--- config.mk ---
export PLATFORM = sky130hd
export DESIGN_NAME = range_bitmap_find_first_clear_core
export DESIGN_NICKNAME = d
export VERILOG_FILES = /design/src/rtl/rbffc_pkg.sv /design/src/rtl/rbffc_ctrl.sv /design/src/rtl/rbffc_dp.sv /design/src/rtl/range_bitmap_find_first_clear_core.sv
export SDC_FILE = /design/constraint.sdc
export NUM_CORES = 1
export LEC_CHECK = 0
export BUFFER_PORTS_ARGS = -buffer_cell sky130_fd_sc_hd__buf_2
export CAP_MARGIN = 15
export CORE_MARGIN = 2
export CORE_UTILIZATION = 46
export DETAILED_ROUTE_END_ITERATION = 10
export PLACE_DENSITY = 0.63
export SETUP_SLACK_MARGIN = 0.02
export SYNTH_ARGS = -nofsm -noshare
export SYNTH_HDL_FRONTEND = slang
export SYNTH_SLANG_ARGS = --single-unit
--- constraint.sdc ---
create_clock -name i_clk -period 28.7 [get_ports i_clk]
set_clock_uncertainty 0.1 [all_clocks]
set_input_delay 2.87 -clock i_clk [delete_from_list [all_inputs] [get_ports i_clk]]
set_output_delay 2.87 -clock i_clk [all_outputs]
set_load 0.01 [all_outputs]
--- src/rtl/rbffc_pkg.sv ---
package rbffc_pkg;

    // width of every position field on the ports
    localparam int FIELD_W = 10;
    // positions that a field can name
    localparam int FIELD_SPAN = 1 << FIELD_W;

    localparam int DEF_POSITIONS = 1024;
    localparam int DEF_WORD_BITS = 64;

    // operation codes
    typedef enum logic [1:0] {
        OP_SET    = 2'd0,
        OP_CLEAR  = 2'd1,
        OP_INVERT = 2'd2,
        OP_NONE   = 2'd3
    } t_op;

    // input beat
    typedef struct packed {
        t_op                operation;
        logic [FIELD_W-1:0] range_low;
        logic [FIELD_W-1:0] range_high;
    } t_in;

    // result beat
    typedef struct packed {
        logic [FIELD_W-1:0] first_clear;
        logic               all_set;
    } t_out;

    // controller to datapath commands
    typedef struct packed {
        logic load;
        logic rd_en;
        logic proc;
        logic find;
    } t_ctl;

endpackage

--- src/rtl/rbffc_ctrl.sv ---
module rbffc_ctrl #(
    parameter int STORED_WORDS = 16,
    parameter int IDX_W        = 4
) (
    input  logic                 i_clk,
    input  logic                 i_rst_n,
    input  logic                 start,
    output logic                 busy,
    output logic                 o_valid,
    output rbffc_pkg::t_ctl      o_ctl,
    output logic [IDX_W-1:0]     o_rd_addr
);

    localparam logic [IDX_W-1:0] LAST_IDX = IDX_W'(STORED_WORDS - 1);

    typedef enum logic [3:0] {
        S_IDLE  = 4'b0001,
        S_PASS  = 4'b0010,
        S_DRAIN = 4'b0100,
        S_FIND  = 4'b1000
    } t_state;

    t_state           r_state, n_state;
    logic [IDX_W-1:0] r_cnt, n_cnt;
    logic             r_pend;
    logic             r_done;

    // next state and word counter
    always_comb begin
        n_state = r_state;
        n_cnt   = r_cnt;
        unique case (r_state)
            S_IDLE: begin
                if (start) begin
                    n_state = S_PASS;
                    n_cnt   = '0;
                end
            end
            S_PASS: begin
                if (r_cnt == LAST_IDX) begin
                    n_state = S_DRAIN;
                end else begin
                    n_cnt = r_cnt + IDX_W'(1);
                end
            end
            S_DRAIN: begin
                n_state = S_FIND;
            end
            S_FIND: begin
                n_state = S_IDLE;
            end
            default: begin
                n_state = S_IDLE;
            end
        endcase
    end

    always_ff @(posedge i_clk) begin
        if (!i_rst_n) begin
            r_state <= S_IDLE;
            r_cnt   <= '0;
            r_pend  <= 1'b0;
            r_done  <= 1'b0;
        end else begin
            r_state <= n_state;
            r_cnt   <= n_cnt;
            r_pend  <= (r_state == S_PASS);
            r_done  <= (r_state == S_FIND);
        end
    end

    // commands
    assign busy         = (r_state != S_IDLE);
    assign o_valid      = r_done;
    assign o_ctl.load   = (r_state == S_IDLE) && start;
    assign o_ctl.rd_en  = (r_state == S_PASS);
    assign o_ctl.proc   = r_pend;
    assign o_ctl.find   = (r_state == S_FIND);
    assign o_rd_addr    = r_cnt;

endmodule

--- src/rtl/rbffc_dp.sv ---
module rbffc_dp #(
    parameter int POSITIONS    = 1024,
    parameter int WORD_BITS    = 64,
    parameter int WORD_COUNT   = 16,
    parameter int STORED_WORDS = 16,
    parameter int IDX_W        = 4
) (
    input  logic                 i_clk,
    input  logic                 i_rst_n,
    input  rbffc_pkg::t_ctl      i_ctl,
    input  logic [IDX_W-1:0]     i_rd_addr,
    input  rbffc_pkg::t_in       i_item,
    output rbffc_pkg::t_out      o_result
);

    // first position past the stored words, always clear when it exists
    localparam int BEYOND_POS = STORED_WORDS * WORD_BITS;

    logic [WORD_BITS-1:0]  r_mem [STORED_WORDS];
    logic [STORED_WORDS-1:0] r_wvalid;

    rbffc_pkg::t_in        r_item;
    logic [WORD_BITS-1:0]  r_rd_data;
    logic                  r_rd_ok;
    logic [IDX_W-1:0]      r_rd_idx;

    logic                  r_found;
    logic [IDX_W-1:0]      r_found_idx;
    logic [WORD_BITS-1:0]  r_found_free;

    rbffc_pkg::t_out       r_res;

    logic [WORD_BITS-1:0]  word_in;
    logic [WORD_BITS-1:0]  upd_mask;
    logic [WORD_BITS-1:0]  pos_mask;
    logic [WORD_BITS-1:0]  n_word;
    logic [WORD_BITS-1:0]  free_bits;
    logic [31:0]           word_base;

    logic [31:0]           find_pos;
    logic                  find_none;

    // item capture
    always_ff @(posedge i_clk) begin
        if (i_ctl.load) begin
            r_item <= i_item;
        end
    end

    // write valid bits, an unwritten word reads as zero
    always_ff @(posedge i_clk) begin
        if (!i_rst_n) begin
            r_wvalid <= '0;
        end else if (i_ctl.proc) begin
            r_wvalid[r_rd_idx] <= 1'b1;
        end
    end

    // map memory, registered read and write-back of the word read last cycle
    always_ff @(posedge i_clk) begin
        if (i_ctl.rd_en) begin
            r_rd_data <= r_mem[i_rd_addr];
            r_rd_ok   <= r_wvalid[i_rd_addr];
            r_rd_idx  <= i_rd_addr;
        end
        if (i_ctl.proc) begin
            r_mem[r_rd_idx] <= n_word;
        end
    end

    // range mask and update of one word
    always_comb begin
        logic [31:0] pos;
        word_in   = r_rd_ok ? r_rd_data : '0;
        word_base = 32'(r_rd_idx) * 32'(WORD_BITS);
        for (int k = 0; k < WORD_BITS; k++) begin
            pos         = word_base + 32'(k);
            pos_mask[k] = (pos < 32'(POSITIONS));
            upd_mask[k] = pos_mask[k]
                          && (pos >= 32'(r_item.range_low))
                          && (pos <= 32'(r_item.range_high));
        end
        case (r_item.operation)
            rbffc_pkg::OP_SET:    n_word = word_in | upd_mask;
            rbffc_pkg::OP_CLEAR:  n_word = word_in & ~upd_mask;
            rbffc_pkg::OP_INVERT: n_word = word_in ^ upd_mask;
            default:              n_word = word_in;
        endcase
        free_bits = ~n_word & pos_mask;
    end

    // remember the first word with a clear bit
    always_ff @(posedge i_clk) begin
        if (!i_rst_n) begin
            r_found <= 1'b0;
        end else if (i_ctl.load) begin
            r_found <= 1'b0;
        end else if (i_ctl.proc && !r_found && (free_bits != '0)) begin
            r_found <= 1'b1;
        end
    end

    always_ff @(posedge i_clk) begin
        if (i_ctl.proc && !r_found && (free_bits != '0)) begin
            r_found_idx  <= r_rd_idx;
            r_found_free <= free_bits;
        end
    end

    // lowest clear bit of the found word
    always_comb begin
        logic [31:0] k_sel;
        k_sel = '0;
        for (int k = WORD_BITS - 1; k >= 0; k--) begin
            if (r_found_free[k]) begin
                k_sel = 32'(k);
            end
        end
        find_none = 1'b0;
        if (r_found) begin
            find_pos = 32'(r_found_idx) * 32'(WORD_BITS) + k_sel;
        end else if (STORED_WORDS < WORD_COUNT) begin
            find_pos = 32'(BEYOND_POS);
        end else begin
            find_pos  = '0;
            find_none = 1'b1;
        end
    end

    // result register
    always_ff @(posedge i_clk) begin
        if (i_ctl.find) begin
            r_res.first_clear <= find_pos[rbffc_pkg::FIELD_W-1:0];
            r_res.all_set     <= find_none;
        end
    end

    assign o_result = r_res;

endmodule

--- src/rtl/range_bitmap_find_first_clear_core.sv ---
// Bitmap of POSITIONS bits, all clear after reset. Each beat accepted on
// start (while busy is low) sets, clears or inverts an inclusive range of
// positions, then the lowest clear position is reported for one cycle on
// o_result with o_valid; all_set is raised with first_clear zero when no
// position is clear. A reversed range or operation code 3 leaves the map as
// it is. Only the words that a 10-bit position can reach are stored, in a
// single memory walked one word per cycle by a read-modify-write pass. The
// result strobe follows the pass, a drain state and a find state, from which
// it is registered; busy is low in the strobe cycle so the next beat can be
// taken there. The receiver cannot hold a result off; it must take it in its
// strobe cycle.
module range_bitmap_find_first_clear_core #(
    parameter int POSITIONS = rbffc_pkg::DEF_POSITIONS,
    parameter int WORD_BITS = rbffc_pkg::DEF_WORD_BITS
) (
    input  logic             i_clk,
    input  logic             i_rst_n,
    input  logic             start,
    output logic             busy,
    input  rbffc_pkg::t_in   i_cmd,
    output logic             o_valid,
    output rbffc_pkg::t_out  o_result
);

    localparam int WORD_COUNT   = (POSITIONS + WORD_BITS - 1) / WORD_BITS;
    localparam int REACH        = (POSITIONS < rbffc_pkg::FIELD_SPAN) ?
                                  POSITIONS : rbffc_pkg::FIELD_SPAN;
    localparam int STORED_WORDS = (REACH + WORD_BITS - 1) / WORD_BITS;
    localparam int IDX_W        = (STORED_WORDS > 1) ? $clog2(STORED_WORDS) : 1;

    rbffc_pkg::t_ctl   ctl;
    logic [IDX_W-1:0]  rd_addr;

    rbffc_ctrl #(
        .STORED_WORDS (STORED_WORDS),
        .IDX_W        (IDX_W)
    ) u_ctrl (
        .i_clk     (i_clk),
        .i_rst_n   (i_rst_n),
        .start     (start),
        .busy      (busy),
        .o_valid   (o_valid),
        .o_ctl     (ctl),
        .o_rd_addr (rd_addr)
    );

    rbffc_dp #(
        .POSITIONS    (POSITIONS),
        .WORD_BITS    (WORD_BITS),
        .WORD_COUNT   (WORD_COUNT),
        .STORED_WORDS (STORED_WORDS),
        .IDX_W        (IDX_W)
    ) u_dp (
        .i_clk     (i_clk),
        .i_rst_n   (i_rst_n),
        .i_ctl     (ctl),
        .i_rd_addr (rd_addr),
        .i_item    (i_cmd),
        .o_result  (o_result)
    );

    // result strobe only once the pass is over
    a_valid_idle: assert property (@(posedge i_clk) disable iff (!i_rst_n)
        o_valid |-> !busy)
        else $error("result strobe while busy");

    // a result always follows a pass
    a_valid_after_work: assert property (@(posedge i_clk) disable iff (!i_rst_n)
        o_valid |-> $past(busy))
        else $error("result strobe without work");

    // an accepted beat starts a pass
    a_start_busy: assert property (@(posedge i_clk) disable iff (!i_rst_n)
        (start && !busy) |=> busy)
        else $error("accepted beat did not start a pass");

    // full map reports position zero
    a_full_zero: assert property (@(posedge i_clk) disable iff (!i_rst_n)
        (o_valid && o_result.all_set) |-> (o_result.first_clear == '0))
        else $error("all_set with nonzero first_clear");

endmodule
==> flow_summary.toml, run 1 <==
[synthesis]
synth_cell_types = 66
synthFlopType = "edfxtp_1"
synth_edf_count = 1194
async_flop_share = 0
syn-cell-area_mm2 = 0.0521
synthCells = 2897
ys_seq_area_frac = 0.699
synth_nets = 3061
syn_avg_cell_area_um2 = 18.0
yosys_warnings = 0
ys_ff_latch = 1221

[sta]
finalSetupViolCount = 0
slew_headroom = 0.289
slew_viol_final = 0
min_period_ns = 6.82
tns_ns = 0
final_hold_viol_count = 0
fmax_ghz = 0.147
grt_setup_unrepaired = "no"
worst_pin_slew_ns = 1.06
finalCritPeriodShare = 0.238

[detailed_routing]
wl_per_cell_um = 30.6
drt-initial-drc-count = 2905
routed_wl_mm = 140
ant_nets = 0
vias = 27956
route.detailed.drc = 0
viasPerCell = 6.09
drtPass1Iterations = 6

[global_routing]
grt-ovfl-total = 0
grtUsageMet1 = 0.341
grt_pass1_wl_mm = 202
grt_pass1_vias = 28434
grt_usage = 0.243
grt_max_degree = 68
grtUsageMet2 = 0.393
antenna_found_initial = 8
top_usage_layer = "met2"
use_met3 = 0.0382

[power_and_ir_drop]
power_density_mw_per_mm2 = 64.8
ir_worst_vdd_mv = 0.0544
leakage_nw = 18.9

[place]
port_buffers = 37
gp_congestion = 0.979
place_area_mm2 = 0.0542
hpwl_mm = 85.5

[worst_setup_path]
crit_required_ns = 28.95
crit_type = "register to register"
rr_worst_depth = 14
crit_path_end = "u_dp.r_found_free[26]"
end_kind = "register"
worstPathArrival_ns = 7.08
reg2reg_slack_ns = 21.88
critPathLaunch = "u_dp.r_rd_idx[3]"
crit_path_start_kind = "register"
crit_fanout = 41
timing.rr.start = "u_dp.r_rd_idx[3]"
reg2reg_to = "u_dp.r_found_free[26]"

[clocking]
clk_path_buf_depth = 3
numCtsBuffers = 121
cts_resized = 0
htree_levels = 3
cts_setup_buffers = 0
hold_buffers = 0
cts.sinks = 1221
clkTransAtPathRegs_ns = 0.06
cts_tree = "yes"
cts-root-buf = "clkbuf_16"
insertion_delay_ns = 0.73

[run]
drv_cap = 0

[die]
die_h_um = 341
std_cell_rows = 123
dieArea_mm2 = 0.116
ios = 38
core_area_mm2 = 0.112
die_w_um = 341
start_util = 0.464

[finish]
mostFrequentLayoutCell = "edfxtp_1"
nNetsFinal = 3150
design_area_mm2 = 0.0582
layout_common_cells = "1194 x edfxtp_1, 366 x mux4_2, 210 x inv_1"
syn_to_final_growth_pct = 11.7
drive_gt1_frac = 0.225

[outcome]
status = "complete, no violations"

[min_path]
hold_class = "register to register"
-- how the worst min path moves through the flow --
stage,from,to,slack [ns],depth (start not counted)
after detailed placement,u_dp.r_wvalid[3],u_dp.r_wvalid[3],0.35,1
after CTS,u_dp.r_wvalid[3],u_dp.r_wvalid[3],0.37,1
after global placement,u_dp.r_wvalid[6],u_dp.r_wvalid[6],0.34,1
final,u_dp.r_wvalid[0],u_dp.r_wvalid[0],0.36,1
after global routing,u_dp.r_wvalid[2],u_dp.r_wvalid[2],0.38,1
after floorplan,u_ctrl.o_rd_addr[2],u_dp.r_rd_idx[2],0.31,0
-- critical path, cell delays in order (launching register included) --
cell	delay, ns
edfxtp_1	0.57
ha_1	0.39
nand2_1	0.15
nor3_1	0.88
nand2b_1	0.41
nand2_1	0.64
o211ai_1	0.27
ha_1	0.32
mux4_2	0.64
nand4_1	0.24
a2111oi_0	0.10
nand4_1	0.29
o41ai_2	0.13
nor2_4	0.72
buf_4	0.58
-- registers in the layout, indices dropped and copies added, names as in the netlist --
name	count
u_dp.r_rd_data	64
u_dp.r_found	1
u_ctrl.r_state	4
u_ctrl.o_valid	1
u_dp.r_rd_idx	4
u_dp.o_result	11
u_dp.r_mem	1024
u_ctrl.r_pend	1
u_dp.r_wvalid	16
u_dp.r_item	22
u_dp.r_rd_ok	1
u_dp.r_found_idx	4
u_ctrl.o_rd_addr	4
u_dp.r_found_free	64
-- Yosys cell counts (all sizes together) (11+ instances only) --
cell type	count	area [um^2]
nand3	32	160
clkbuf	96	360
o211ai	13	97.6
and2	12	75.1
ha	139	1740
nand4	20	125
o21ai	129	646
o21a	23	173
mux4	366	8240
nor2	126	473
a21oi	77	385
o22ai	11	68.8
inv	212	796
nor3	38	190
buf	45	236
dfxtp	27	541
nand2	166	631
nor4	19	119
edfxtp	1194	35900
-- power breakdown --
part	internal (W)	switching, W	leakage, nW
clock network	0.000893	0.000666	1.91
logic	0.0000583	0.000150	5.94
registers	0.00199	0.00000785	11.1
-- metrics by stage --
step	utilization	worst slack, ns	power (W)	hold slack (ns)	cells
finish	0.518	21.88	0.00377	0.363	4588
global route	0.518	21.46	0.00388	0.382	4587
CTS	0.518	21.84	0.00380	0.367	4585
detailed placement	0.483	21.80	0.00225	0.353	4361
global placement	0.483	21.94	0.00224	0.341	4361
floorplan	-	19.69	0.00216	0.306	2897
-- routing by layer --
metal | part of all wire | wire length (um) | vias up
li1 | - | - | 11734
met2 | 0.49 | 68300 | 1095
met5 | 0.00041 | 57 | -
met3 | 0.064 | 9010 | 227
met1 | 0.42 | 58800 | 14892
met4 | 0.029 | 4020 | 8
-- cell type report --
| cell class | instances | area (um^2) |
|---|---|---|
| inverter | 212 | 796 |
| timing repair buffer | 107 | 711 |
| clock inverter | 69 | 623 |
| sequential | 1221 | 36400 |
| antenna | 1 | 2.50 |
| multi-input combinational | 1323 | 14500 |
| clock buffer | 155 | 3310 |
| tap | 1500 | 1880 |
| fill | 8935 | 54200 |
-- kinds of logic after synthesis --
group / share of synthesized area
flip-flops: 0.699
XOR/XNOR: 0.000336
AND/OR/NAND/NOR: 0.0417
buffers and inverters: 0.0267
multiplexers: 0.160
adder cells (fa/ha/maj): 0.0334
AO/OA/AOI/OAI: 0.0391
(Power assumes the default switching activity.)
==> inputs of run 2 (changes only) <==
Settings changed: ABC_AREA set to 1, PLACE_DENSITY 0.63 to 0.65.
Clock period 28.7 ns to 6.07 ns, I/O delays scaled along.
==> flow_summary.toml, run 2 <==
[outcome]
status = "complete, no violations"

[synthesis]
synth_xor_area_frac = 0.000166
ys_ff_latch = 1221
synthFlopType = "edfxtp_1"
async_flop_share = 0
synth_top_family_by_area = "compound AO/OA/AOI/OAI gates"
synthMostInstantiatedCell = "edfxtp_1"
synthMuxAreaShare = 0.000190
synth_fa_ha_area_frac = 0.0330
syn-cell-area_mm2 = 0.0527
synth_cell_types = 38
synth_edf_count = 1194
synth_common_cells = "1194 x edfxtp_1, 715 x nor2_1, 631 x o21ai_0, 449 x nand2_1, 269 x inv_1"
synth_area_leaders = "edfxtp_1 68%, o21ai_0 6.0%, nor2_1 5.1%, ha_1 3.3%, nand2_1 3.2%"
yosys.area.top_type = "edfxtp_1"
synth_compound_area_frac = 0.130
synthCells = 4397
ys_seq_area_frac = 0.691
synth_top_area_share = 0.681
synth_nets = 4561
yosys_warnings = 0
syn_avg_cell_area_um2 = 12.0
yosys.area_share.simple = 0.104

[finish]
instances_no_fill = 5978
diodes = 0
syn_to_final_growth_pct = 10.6
regMostFlops = "u_dp.r_mem"
fill_cells = 9685
largest_register_ffs = 1024
seqCellArea_mm2 = 0.0364
top_regs = "u_dp.r_mem: 1024 flops, u_dp.r_found_free: 64 flops, u_dp.r_rd_data: 64 flops"
nNetsFinal = 4537
multi_input_area_mm2 = 0.0142
layout_common_cells = "1194 x edfxtp_1, 697 x nor2_1, 631 x o21ai_0"
mostFrequentLayoutCell = "edfxtp_1"
drive_gt1_frac = 0.0858

[worst_setup_path]
end_kind = "register"
reg2reg_slack_ns = 0.48
crit_fanout = 64
crit_path_start_kind = "register"
worstPathArrival_ns = 5.86
crit_type = "register to register"
crit_required_ns = 6.35

[die]
start_util = 0.463
std_cell_rows = 124
core_area_mm2 = 0.114
dieArea_mm2 = 0.117
die_w_um = 342
die_h_um = 342
ios = 38

[sta]
tns_ns = 0
worst_pin_slew_ns = 1.17
finalSetupViolCount = 0
final_hold_viol_count = 0
slew_viol_final = 0
fmax_ghz = 0.179
min_period_ns = 5.59
grt_setup_unrepaired = "no"
finalCritPeriodShare = 0.920
slew_headroom = 0.220
hold_slack_ns = 0.0400

[run]
drv_cap = 0

[clocking]
insertion_delay_ns = 0.70
clk_path_buf_depth = 3
cts.sinks = 1221
cts_setup_buffers = 0
cts_tree = "yes"
htree_levels = 3
cts-root-buf = "clkbuf_16"
clkTransAtPathRegs_ns = 0.07
numCtsBuffers = 115
cts_resized = 0

[power_and_ir_drop]
total_power_w = 0.0174
ir_worst_vdd_mv = 0.257
leakage_nw = 20.1
power_density_mw_per_mm2 = 298

[global_routing]
use_met3 = 0.0346
grt-ovfl-total = 0
grt_usage = 0.248
grtUsageMet2 = 0.393
top_usage_layer = "met2"
grt_pass1_vias = 33344
antenna_found_initial = 1
grtUsageMet1 = 0.356
grt_max_degree = 209
grt_pass1_wl_mm = 217

[detailed_routing]
vias = 35362
drt-initial-drc-count = 4142
viasPerCell = 5.92
ant_nets = 0
drtPass1Iterations = 6
routed_wl_mm = 147
wl_per_cell_um = 24.6
route.detailed.drc = 0

[min_path]
hold_class = "input pin to register"

[place]
dp.cells = 5755
port_buffers = 37
gp_congestion = 0.989
hpwl_mm = 81.0
[run 2: logic make-up (layout without fill, tap and decap cells)]
family	count (synthesis)	count (layout)
xor gates and xnor gates	1	1
AOI/OAI and AO/OA	1117	1117
and+or+nand+nor	1361	1361
buffers and inverters	557	626
adders and majority gates	139	139
DFF	1221	1221
muxes	1	1
[run 2: final cells by class]
| cell class | count | area share |
|---|---|---|
| timing repair buffer | 122 | 0.0165 |
| inverter | 294 | 0.0214 |
| clock inverter | 77 | 0.00928 |
| tap | 1512 | 0.0325 |
| clock buffer | 133 | 0.0516 |
| multi-input combinational | 2619 | 0.244 |
| sequential | 1221 | 0.625 |
[run 2: layer usage]
metal  routed length, um  vias up  share of wire
met1               62800    17596           0.43
met3               11800      271          0.080
li1                    -    15954              -
met5                   0        -              0
met4                4350        0          0.030
met2               68300     1541           0.46
[run 2: per-stage QoR]
stage	area [um^2]	setup slack, ns	utilization
floorplan	52700	0.420	-
global placement	54600	0.691	0.479
detailed placement	54600	0.601	0.479
CTS	58300	0.577	0.512
global route	58300	0.0420	0.512
finish	58300	0.483	0.512
[run 2: critical path, stage by stage, from the launching register on]
cell	delay (ns)
edfxtp_1	0.50
ha_1	0.35
nand2_1	0.15
nor2_1	0.23
nand2_1	0.18
nor2_1	0.17
inv_1	0.26
nor2_1	0.16
inv_1	0.08
nor2_1	0.17
nor2_1	0.10
o21ai_1	0.24
ha_1	0.20
nand2_1	0.06
o211ai_1	0.13
or2_2	0.35
nand4_1	0.24
nor4_1	0.71
nand4_1	0.28
nand2_1	0.20
nor2_4	0.09
buf_12	0.22
[run 2: worst paths after layout]
kind,start,end,cells past startpoint
max,u_dp.r_rd_idx[3],u_dp.r_found_free[50],21
min,i_cmd[0],u_dp.r_item[0],1
max reg2reg,u_dp.r_rd_idx[3],u_dp.r_found_free[50],21
min reg2reg,u_dp.r_wvalid[6],u_dp.r_wvalid[6],2
[run 2: power breakdown]
| part | switching (W) | leakage [nW] | internal [W] |
|---|---|---|---|
| Clock | 0.00308 | 1.75 | 0.00378 |
| Sequential | 0.0000392 | 11.1 | 0.00943 |
| Combinational | 0.000787 | 7.21 | 0.000232 |
[run 2: repair_timing]
action / 4_1_cts / 5_1_grt
endpoints found under the setup margin: 0 / 0
endpoints found under the hold margin: 12 / 0
hold buffers: 12 / 0
